<file path="src/sparse_slot_list_assert.svh">
// Assertion macros for the sparse slot list RTL.
// Included by the modules that carry concurrent checks; needs clk_i and rst_ni in scope.
`ifndef SPARSE_SLOT_LIST_ASSERT_SVH
`define SPARSE_SLOT_LIST_ASSERT_SVH
`ifndef SYNTHESIS
// checked only while out of reset
`define SSL_ASSERT(lbl, prop, msg) \
  lbl: assert property (@(posedge clk_i) disable iff (!rst_ni) prop) else $error(msg);
// checked during reset as well
`define SSL_ASSERT_ALWAYS(lbl, prop, msg) \
  lbl: assert property (@(posedge clk_i) prop) else $error(msg);
`else
`define SSL_ASSERT(lbl, prop, msg)
`define SSL_ASSERT_ALWAYS(lbl, prop, msg)
`endif
`endif

</file>
<file path="src/ssl_pkg.sv">
// Shared types and constants for the sparse slot list.
// Used by ssl_ctrl, ssl_dpath and the sparse_slot_list top level.
`default_nettype none
package ssl_pkg;

  localparam int unsigned SlotsDefault = 32;
  localparam int unsigned FuncW        = 2;
  localparam int unsigned PosW         = 5;
  localparam int unsigned HandleW      = 32;
  localparam int unsigned StatusW      = 2;
  localparam int unsigned LiveW        = 6;

  typedef enum logic [FuncW-1:0] {
    FUNC_ADD    = 2'd0,
    FUNC_GET    = 2'd1,
    FUNC_REMOVE = 2'd2,
    FUNC_CLEAR  = 2'd3
  } func_e;

  typedef enum logic [StatusW-1:0] {
    STATUS_OK        = 2'd0,
    STATUS_NOT_FOUND = 2'd1,
    STATUS_FULL      = 2'd2,
    STATUS_NULL      = 2'd3
  } status_e;

  // controller -> datapath
  typedef struct packed {
    logic load;    // latch a new transaction, rewind the scan
    logic step;    // advance the scan by one slot
    logic commit;  // apply the operation at the hit slot
    logic finish;  // close without a hit: clear, null handle or miss
  } ssl_cmd_t;

  // datapath -> controller
  typedef struct packed {
    logic trivial; // clear or null add, no scan needed
    logic hit;     // current slot satisfies the operation
    logic last;    // scan is at the final slot
  } ssl_sts_t;

endpackage
`default_nettype wire

</file>
<file path="src/ssl_ctrl.sv">
// Sequencer for the sparse slot list: accept, scan, commit, respond.
// Depends on ssl_pkg and sparse_slot_list_assert.svh.
`default_nettype none
`include "sparse_slot_list_assert.svh"
module ssl_ctrl
  import ssl_pkg::*;
(
  input  wire logic     clk_i,
  input  wire logic     rst_ni,
  input  wire logic     in_valid_i,
  output logic          in_ready_o,
  output logic          out_valid_o,
  input  wire logic     out_ready_i,
  input  wire ssl_sts_t sts_i,
  output ssl_cmd_t      cmd_o
);

  typedef enum logic [3:0] {
    ST_IDLE = 4'b0001,
    ST_SCAN = 4'b0010,
    ST_ACT  = 4'b0100,
    ST_RESP = 4'b1000
  } state_e;

  state_e state_q, state_d;

  always_comb begin
    state_d = state_q;
    cmd_o   = '0;
    unique case (state_q)
      ST_IDLE: begin
        if (in_valid_i) begin
          cmd_o.load = 1'b1;
          state_d    = ST_SCAN;
        end
      end
      ST_SCAN: begin
        priority if (sts_i.trivial) begin
          cmd_o.finish = 1'b1;
          state_d      = ST_RESP;
        end else if (sts_i.hit) begin
          state_d = ST_ACT;
        end else if (sts_i.last) begin
          cmd_o.finish = 1'b1;
          state_d      = ST_RESP;
        end else begin
          cmd_o.step = 1'b1;
        end
      end
      ST_ACT: begin
        cmd_o.commit = 1'b1;
        state_d      = ST_RESP;
      end
      ST_RESP: begin
        if (out_ready_i) begin
          state_d = ST_IDLE;
        end
      end
      default: state_d = ST_IDLE;
    endcase
  end

  always_ff @(posedge clk_i or negedge rst_ni) begin
    if (!rst_ni) begin
      state_q <= ST_IDLE;
    end else begin
      state_q <= state_d;
    end
  end

  assign in_ready_o  = (state_q == ST_IDLE);
  assign out_valid_o = (state_q == ST_RESP);

  `SSL_ASSERT(a_ready_valid_excl, !(in_ready_o && out_valid_o), "ready and valid both high")
  `SSL_ASSERT(a_act_after_hit, (state_q == ST_ACT) |-> $past(state_q == ST_SCAN && sts_i.hit), "commit without a scan hit")

endmodule
`default_nettype wire

</file>
<file path="src/ssl_dpath.sv">
// Datapath for the sparse slot list: occupancy marks, handle memory, scan
// pointer, rank counter, live count and result registers. Depends on ssl_pkg.
`default_nettype none
`include "sparse_slot_list_assert.svh"
module ssl_dpath
  import ssl_pkg::*;
#(
  parameter int unsigned SLOTS = SlotsDefault
) (
  input  wire logic               clk_i,
  input  wire logic               rst_ni,
  input  wire ssl_cmd_t           cmd_i,
  output ssl_sts_t                sts_o,
  input  wire logic [FuncW-1:0]   func_i,
  input  wire logic [PosW-1:0]    position_i,
  input  wire logic [HandleW-1:0] handle_in_i,
  output logic [HandleW-1:0]      handle_out_o,
  output logic [StatusW-1:0]      status_o,
  output logic [LiveW-1:0]        live_count_o
);

  localparam int unsigned IdxW = (SLOTS > 1) ? $clog2(SLOTS) : 1;
  localparam int unsigned CntW = $clog2(SLOTS + 1);

  logic [SLOTS-1:0]   occ_q, occ_d;
  logic [CntW-1:0]    count_q, count_d;
  logic [IdxW-1:0]    idx_q;
  logic [PosW-1:0]    rank_q;
  func_e              func_q;
  logic [HandleW-1:0] handle_q;
  logic [HandleW-1:0] mem_q [SLOTS];
  logic [HandleW-1:0] rd_data_q;
  logic [HandleW-1:0] res_handle_q, res_handle_d;
  status_e            res_status_q, res_status_d;
  logic               occ_cur;
  logic               mem_we;
  logic [CntW+LiveW-1:0] count_ext;

  assign occ_cur = occ_q[idx_q];

  always_comb begin
    sts_o.trivial = (func_q == FUNC_CLEAR) || (func_q == FUNC_ADD && handle_q == '0);
    sts_o.hit     = (func_q == FUNC_ADD) ? !occ_cur : (occ_cur && rank_q == '0);
    sts_o.last    = (idx_q == IdxW'(SLOTS - 1));
  end

  assign mem_we = cmd_i.commit && (func_q == FUNC_ADD);

  always_comb begin
    occ_d        = occ_q;
    count_d      = count_q;
    res_handle_d = res_handle_q;
    res_status_d = res_status_q;
    if (cmd_i.finish) begin
      res_handle_d = '0;
      unique case (func_q)
        FUNC_CLEAR: begin
          occ_d        = '0;
          count_d      = '0;
          res_status_d = STATUS_OK;
        end
        FUNC_ADD:    res_status_d = (handle_q == '0) ? STATUS_NULL : STATUS_FULL;
        FUNC_GET,
        FUNC_REMOVE: res_status_d = STATUS_NOT_FOUND;
        default:     res_status_d = STATUS_NOT_FOUND;
      endcase
    end else if (cmd_i.commit) begin
      res_handle_d = '0;
      res_status_d = STATUS_OK;
      unique case (func_q)
        FUNC_ADD: begin
          occ_d[idx_q] = 1'b1;
          count_d      = count_q + CntW'(1);
        end
        FUNC_GET: res_handle_d = rd_data_q;
        FUNC_REMOVE: begin
          occ_d[idx_q] = 1'b0;
          if (count_q != '0) begin
            count_d = count_q - CntW'(1);
          end
        end
        default: res_status_d = STATUS_OK;
      endcase
    end
  end

  always_ff @(posedge clk_i or negedge rst_ni) begin
    if (!rst_ni) begin
      occ_q   <= '0;
      count_q <= '0;
    end else begin
      occ_q   <= occ_d;
      count_q <= count_d;
    end
  end

  // scan pointer and transaction fields
  always_ff @(posedge clk_i) begin
    if (cmd_i.load) begin
      idx_q    <= '0;
      rank_q   <= position_i;
      func_q   <= func_e'(func_i);
      handle_q <= handle_in_i;
    end else if (cmd_i.step) begin
      idx_q <= idx_q + IdxW'(1);
      if (occ_cur) begin
        rank_q <= rank_q - PosW'(1);
      end
    end
    res_handle_q <= res_handle_d;
    res_status_q <= res_status_d;
  end

  // handle memory; read data is valid the cycle after the hit slot is held
  always_ff @(posedge clk_i) begin
    if (mem_we) begin
      mem_q[idx_q] <= handle_q;
    end
    rd_data_q <= mem_q[idx_q];
  end

  assign count_ext    = {{LiveW{1'b0}}, count_q};
  assign handle_out_o = res_handle_q;
  assign status_o     = res_status_q;
  assign live_count_o = count_ext[LiveW-1:0];

  `SSL_ASSERT(a_count_matches_marks, $countones(occ_q) == count_q, "live count out of step with marks")
  `SSL_ASSERT(a_add_hits_free, (cmd_i.commit && func_q == FUNC_ADD) |-> !occ_cur, "add committed on an occupied slot")

endmodule
`default_nettype wire

</file>
<file path="src/sparse_slot_list.sv">
// Sparse slot list: a fixed table of SLOTS handle slots with occupancy marks
// and a live count.
//
// Input channel (in_valid_i/in_ready_o) carries func_i, position_i and
// handle_in_i: add a nonzero handle to the lowest free slot, get or remove
// the position-th occupied slot, or clear everything. Every transaction
// yields one result on the output channel (out_valid_o/out_ready_i):
// handle_out_o, status_o and live_count_o (count after the operation).
// One transaction is in flight at a time. A scan over the occupancy marks
// visits one slot per cycle, so an add, get or remove scans from slot 0 up
// to its hit or the final slot, then commits on a hit before out_valid_o
// rises. Clear and null-handle adds skip the scan. in_ready_o returns the
// cycle after the result transaction.
// The result is held in registers while the receiver stalls; no new input is
// taken until it is delivered. Reset empties every slot and zeroes the count;
// the handle memory is not cleared; only occupied slots reach handle_out_o.
// Depends on ssl_pkg, ssl_ctrl and ssl_dpath.
`default_nettype none
module sparse_slot_list
  import ssl_pkg::*;
#(
  parameter int unsigned SLOTS = SlotsDefault
) (
  input  wire logic               clk_i,
  input  wire logic               rst_ni,
  input  wire logic               in_valid_i,
  output logic                    in_ready_o,
  input  wire logic [FuncW-1:0]   func_i,
  input  wire logic [PosW-1:0]    position_i,
  input  wire logic [HandleW-1:0] handle_in_i,
  output logic                    out_valid_o,
  input  wire logic               out_ready_i,
  output logic [HandleW-1:0]      handle_out_o,
  output logic [StatusW-1:0]      status_o,
  output logic [LiveW-1:0]        live_count_o
);

  ssl_cmd_t cmd;
  ssl_sts_t sts;

  ssl_ctrl u_ctrl (
    .clk_i       (clk_i),
    .rst_ni      (rst_ni),
    .in_valid_i  (in_valid_i),
    .in_ready_o  (in_ready_o),
    .out_valid_o (out_valid_o),
    .out_ready_i (out_ready_i),
    .sts_i       (sts),
    .cmd_o       (cmd)
  );

  ssl_dpath #(
    .SLOTS (SLOTS)
  ) u_dpath (
    .clk_i        (clk_i),
    .rst_ni       (rst_ni),
    .cmd_i        (cmd),
    .sts_o        (sts),
    .func_i       (func_i),
    .position_i   (position_i),
    .handle_in_i  (handle_in_i),
    .handle_out_o (handle_out_o),
    .status_o     (status_o),
    .live_count_o (live_count_o)
  );

endmodule
`default_nettype wire

</file>
<file path="config.mk">
export PLATFORM = sky130hd
export DESIGN_NAME = sparse_slot_list
export DESIGN_NICKNAME = d
export VERILOG_FILES = /design/src/ssl_pkg.sv /design/src/ssl_ctrl.sv /design/src/ssl_dpath.sv /design/src/sparse_slot_list.sv
export VERILOG_INCLUDE_DIRS = /design/src /design/src/src
export SDC_FILE = /design/constraint.sdc
export NUM_CORES = 1
export LEC_CHECK = 0
export ABC_CLOCK_PERIOD_IN_PS = 4200
export BUFFER_PORTS_ARGS = -buffer_cell sky130_fd_sc_hd__clkbuf_2
export CAP_MARGIN = 15
export CORE_ASPECT_RATIO = 0.7
export CORE_MARGIN = 2
export CORE_UTILIZATION = 30
export DETAILED_ROUTE_END_ITERATION = 12
export PLACE_DENSITY_LB_ADDON = 0.12
export SLEW_MARGIN = 20
export SYNTH_ARGS = -nofsm -noshare
export SYNTH_HDL_FRONTEND = slang
export SYNTH_HIERARCHICAL = 1
export SYNTH_SLANG_ARGS = --single-unit
export TNS_END_PERCENT = 10
</file>
<file path="constraint.sdc">
create_clock -name clk_i -period 4.2 [get_ports clk_i]
set_input_delay 0.21 -clock clk_i [delete_from_list [all_inputs] [get_ports clk_i]]
set_output_delay 0.21 -clock clk_i [all_outputs]
set_load 0.005 [all_outputs]
</file>
==> summary.md <==
| Metric | Value |
|---|---|
| TritonRoute pass-1 iters | 5 |
| ANT cells | 0 |
| Synth area leaders | edfxtp_1 (72%), mux4_2 (13%), dfxtp_1 (3.1%) |
| Cells along the critical path | nand3b_1 > o22ai_1 > nor4_1 > mux2i_1 > mux2_1 > inv_1 > a21oi_1 > nor2_2 > nor2b_2 > a22oi_1 > and2b_1 > nand2_1 > o21ai_0 |
| Async SR Flop Fraction | 0.0357 |
| Final critical-path share of the clock period | 0.915 |
| Worst Setup End Kind | flop |
| Dpl ws | -0.137 ns |
| First-pass GRT wire length | 188000 um |
| GRT Overall Usage | 0.178 |
| Die area | 151000 um^2 |
| Grt total ovfl | 0 |
| Die width | 463 um |
| Initial core utilization | 0.303 |
| Worst slew margin | 0.154 |
| Critical Path Slowest Stage Cell | dfxtp_1 |
| Maximum root-to-sink buffer count | 3 |
| Arrival time at the worst endpoint | 4.45 ns |
| Max Fclk | 260 MHz |
| Met3 WL | 6450 um |
| Via/cell ratio | 5.12 |
| Synth cell types | 61 |
| Rows | ~120 |
| Worst-path clk slew | ~0.070 ns |
| Core area | 146000 um^2 |
| Final nets | 2380 |
| Worst Clk Skew | 0.0607 ns |
| CTS sink cnt | roughly 1200 |
| Routed Antenna Nets | 0 |
| LEAKAGE | 0.0163 uW |
| Clock buffer count from CTS | roughly 120 |
| Hold Crit Class | in -> async |
| Post-detail-place hpwl | roughly 75000 um |
| Final Hold Viols | 0 |
| Total Routed Length | around 130000 um |
| Peak supply drop | approximately 0.35 mV |
| Crit-path max FO | 18 |
| Commonest non-fill, non-tap cells in the layout | edfxtp_1 (1065), mux4_2 (256), a22oi_1 (129) |
| Crit path launch type | flop |
| EDFF count, synth | ~1100 |
| Minimum clock period | 3.84 ns |
| Worst flop-to-flop path startpoint | u_dpath/idx_q[3] |
| WL/cell | between 30 and 40 um |
| Final WS setup | 0.358 ns |
| Final setup fails | 0 |
| Synthesized Nets | 2120 |
| Layout cells sized above 1 | 0.293 |
| Synth Register Bits | 1176 |
| Post-Syn Instances | 2063 |
| Clock Latency Late Sink | slightly below 0.8 ns |
| Max-cap violation count | 0 |
| Final cell count without fillers | 4389 |
| Final Slew Violations | 0 |
| RSZ-0062 raised after global routing | no |
| Largest net degree at the start of global routing | ~140 |
| Synth-to-layout area growth | 18.7% |
| Max incr delay on CP | 0.84 ns |
| DR top layer | met4 |
| DR WL met2 | between 60000 and 70000 um |
| Htree depth | 3 |
| CTS tree | yes |
| Power per cell area | 521 nW/um^2 |
| Die span in y | ~330 um |
| Placed cells | 4123 |
| Post-Syn Area | 44200 um^2 |
| Critical path required time | 4.81 ns |
| Power Total | 27400 uW |
| Most used DFF post-synth | edfxtp_1 |
| WL met1 | about 64000 um |
| Share of the synthesized area in the top cell type | 0.723 |
| Measured slew at the worst slew-check pin | 1.27 ns |
| Port Buffer Count | 84 |
| Post-synth top area cell | edfxtp_1 |
| Remaining DRCs | 0 |
| Ys Warns | 6 |
| Vias in the first global route | 23200 |
| Commonest non-fill, non-tap cell in the layout | edfxtp_1 |
| Initial antenna violation count | 1 |
| Vias | 22500 |
| Sequential area share after synthesis | 0.778 |
| IO Pins | 85 |
| Outcome | finished, final reports clean |
| Fin Setup TNS | 0 ns |
| Crit path kind | reg -> reg |
| Crit path from | u_dpath/idx_q[3] |
| Final GP Congestion | 0.734 |
| Clk root buf | clkbuf_16 |
| Iteration-0 DRC Markers | 2049 |
| Mean post-synth cell area | around 21 um^2 |
| Number of fill cells | 13400 |
power by group:
group | total [uW] | switching (uW) | internal, uW
Clock | 10600 | 4610 | 5960
Sequential | 13800 | 244 | 13600
Combinational | 2960 | 1760 | 1210
Total | 27400 | 6610 | 20800
cell families after synthesis:
logic type | synth area share
xor gates and xnor gates | 0.00198
buffers and inverters | 0.0150
and+or+nand+nor | 0.0218
adders and majority gates | 0.00396
muxes | 0.135
AOI/OAI and AO/OA | 0.0439
DFF | 0.778
per-layer routing:
metal | GRT usage | vias to the layer above
li1 | - | 9248
met1 | 0.265 | 12400
met2 | 0.275 | 659
met3 | 0.0283 | 182
met4 | 0.0383 | 0
met5 | 0 | -
state kept, by name (all words and copies together) (netlist names):
register and count:
u_dpath/mem_q 1024, u_dpath/rd_data_q 32, u_ctrl/state_q 4, u_dpath/handle_q 32, u_dpath/status_o 2, u_dpath/live_count_o 6
u_dpath/rank_q 5, u_dpath/idx_q 5, u_dpath/handle_out_o 32, u_dpath/func_q 2, u_dpath/occ_q 32
layout make-up:
type | instances | area, um^2 | area share
clock buffer | 182 | 3490 | 0.0664
multi-input combinational | 757 | 9470 | 0.180
tap | 1963 | 2460 | 0.0468
clock inverter | 41 | 408 | 0.00776
timing repair buffer | 261 | 2250 | 0.0429
inverter | 9 | 35.0 | 0.000667
sequential | 1176 | 34400 | 0.655
path summary, 6_finish.rpt:
| path | slack, ns | end | cells past startpoint |
|---|---|---|---|
| min in group clk_i | 0.16 | u_dpath/handle_q[15] | 2 |
| hold / removal | 0.04 | u_dpath/live_count_o[0] | 2 |
| setup / recovery | 0.36 | u_dpath/occ_q[29] | 13 |
| max in group asynchronous | 3.75 | u_dpath/occ_q[3] | 2 |
| hold reg to reg | 0.44 | u_dpath/handle_out_o[24] | 1 |
| setup reg to reg | 0.36 | u_dpath/occ_q[29] | 13 |
stage by stage:
stage | hold slack [ns] | instance area, um^2 | util
final | 0.0397 | 52500 | 0.360
after CTS | 0.0960 | 52500 | 0.360
after global placement | 0.392 | 48100 | 0.329
after floorplan | -0.0856 | 44200 | -
after global routing | 0.0661 | 52500 | 0.360
after detailed placement | 0.389 | 48200 | 0.330
what timing repair did:
item | CTS | global route
hold buffers | 42 | 0
hold endpoints to repair | 83 | 0
buffers inserted | 0 | 0
setup endpoints to repair | 56 | 10
gates resized for setup | 2 | 1
cells in the mapped netlist, drive strengths merged (34+ instances only):
master,count
dfrtp,41
a22oi,130
edfxtp,1065
nor2,45
o21ai,68
a21oi,37
clkbuf,46
mux4,256
dfxtp,69
buf,75
nand4,34
a22o,35
worst max-delay path, delay by kind of cell, from the launching register on:
| family | cells | cell delay, ns |
|---|---|---|
| and+or+nand+nor | 6 | 1.31 |
| AOI/OAI and AO/OA | 4 | 0.80 |
| DFF | 1 | 0.84 |
| muxes | 2 | 0.69 |
| buffers and inverters | 1 | 0.08 |
(Power assumes the default switching activity.)
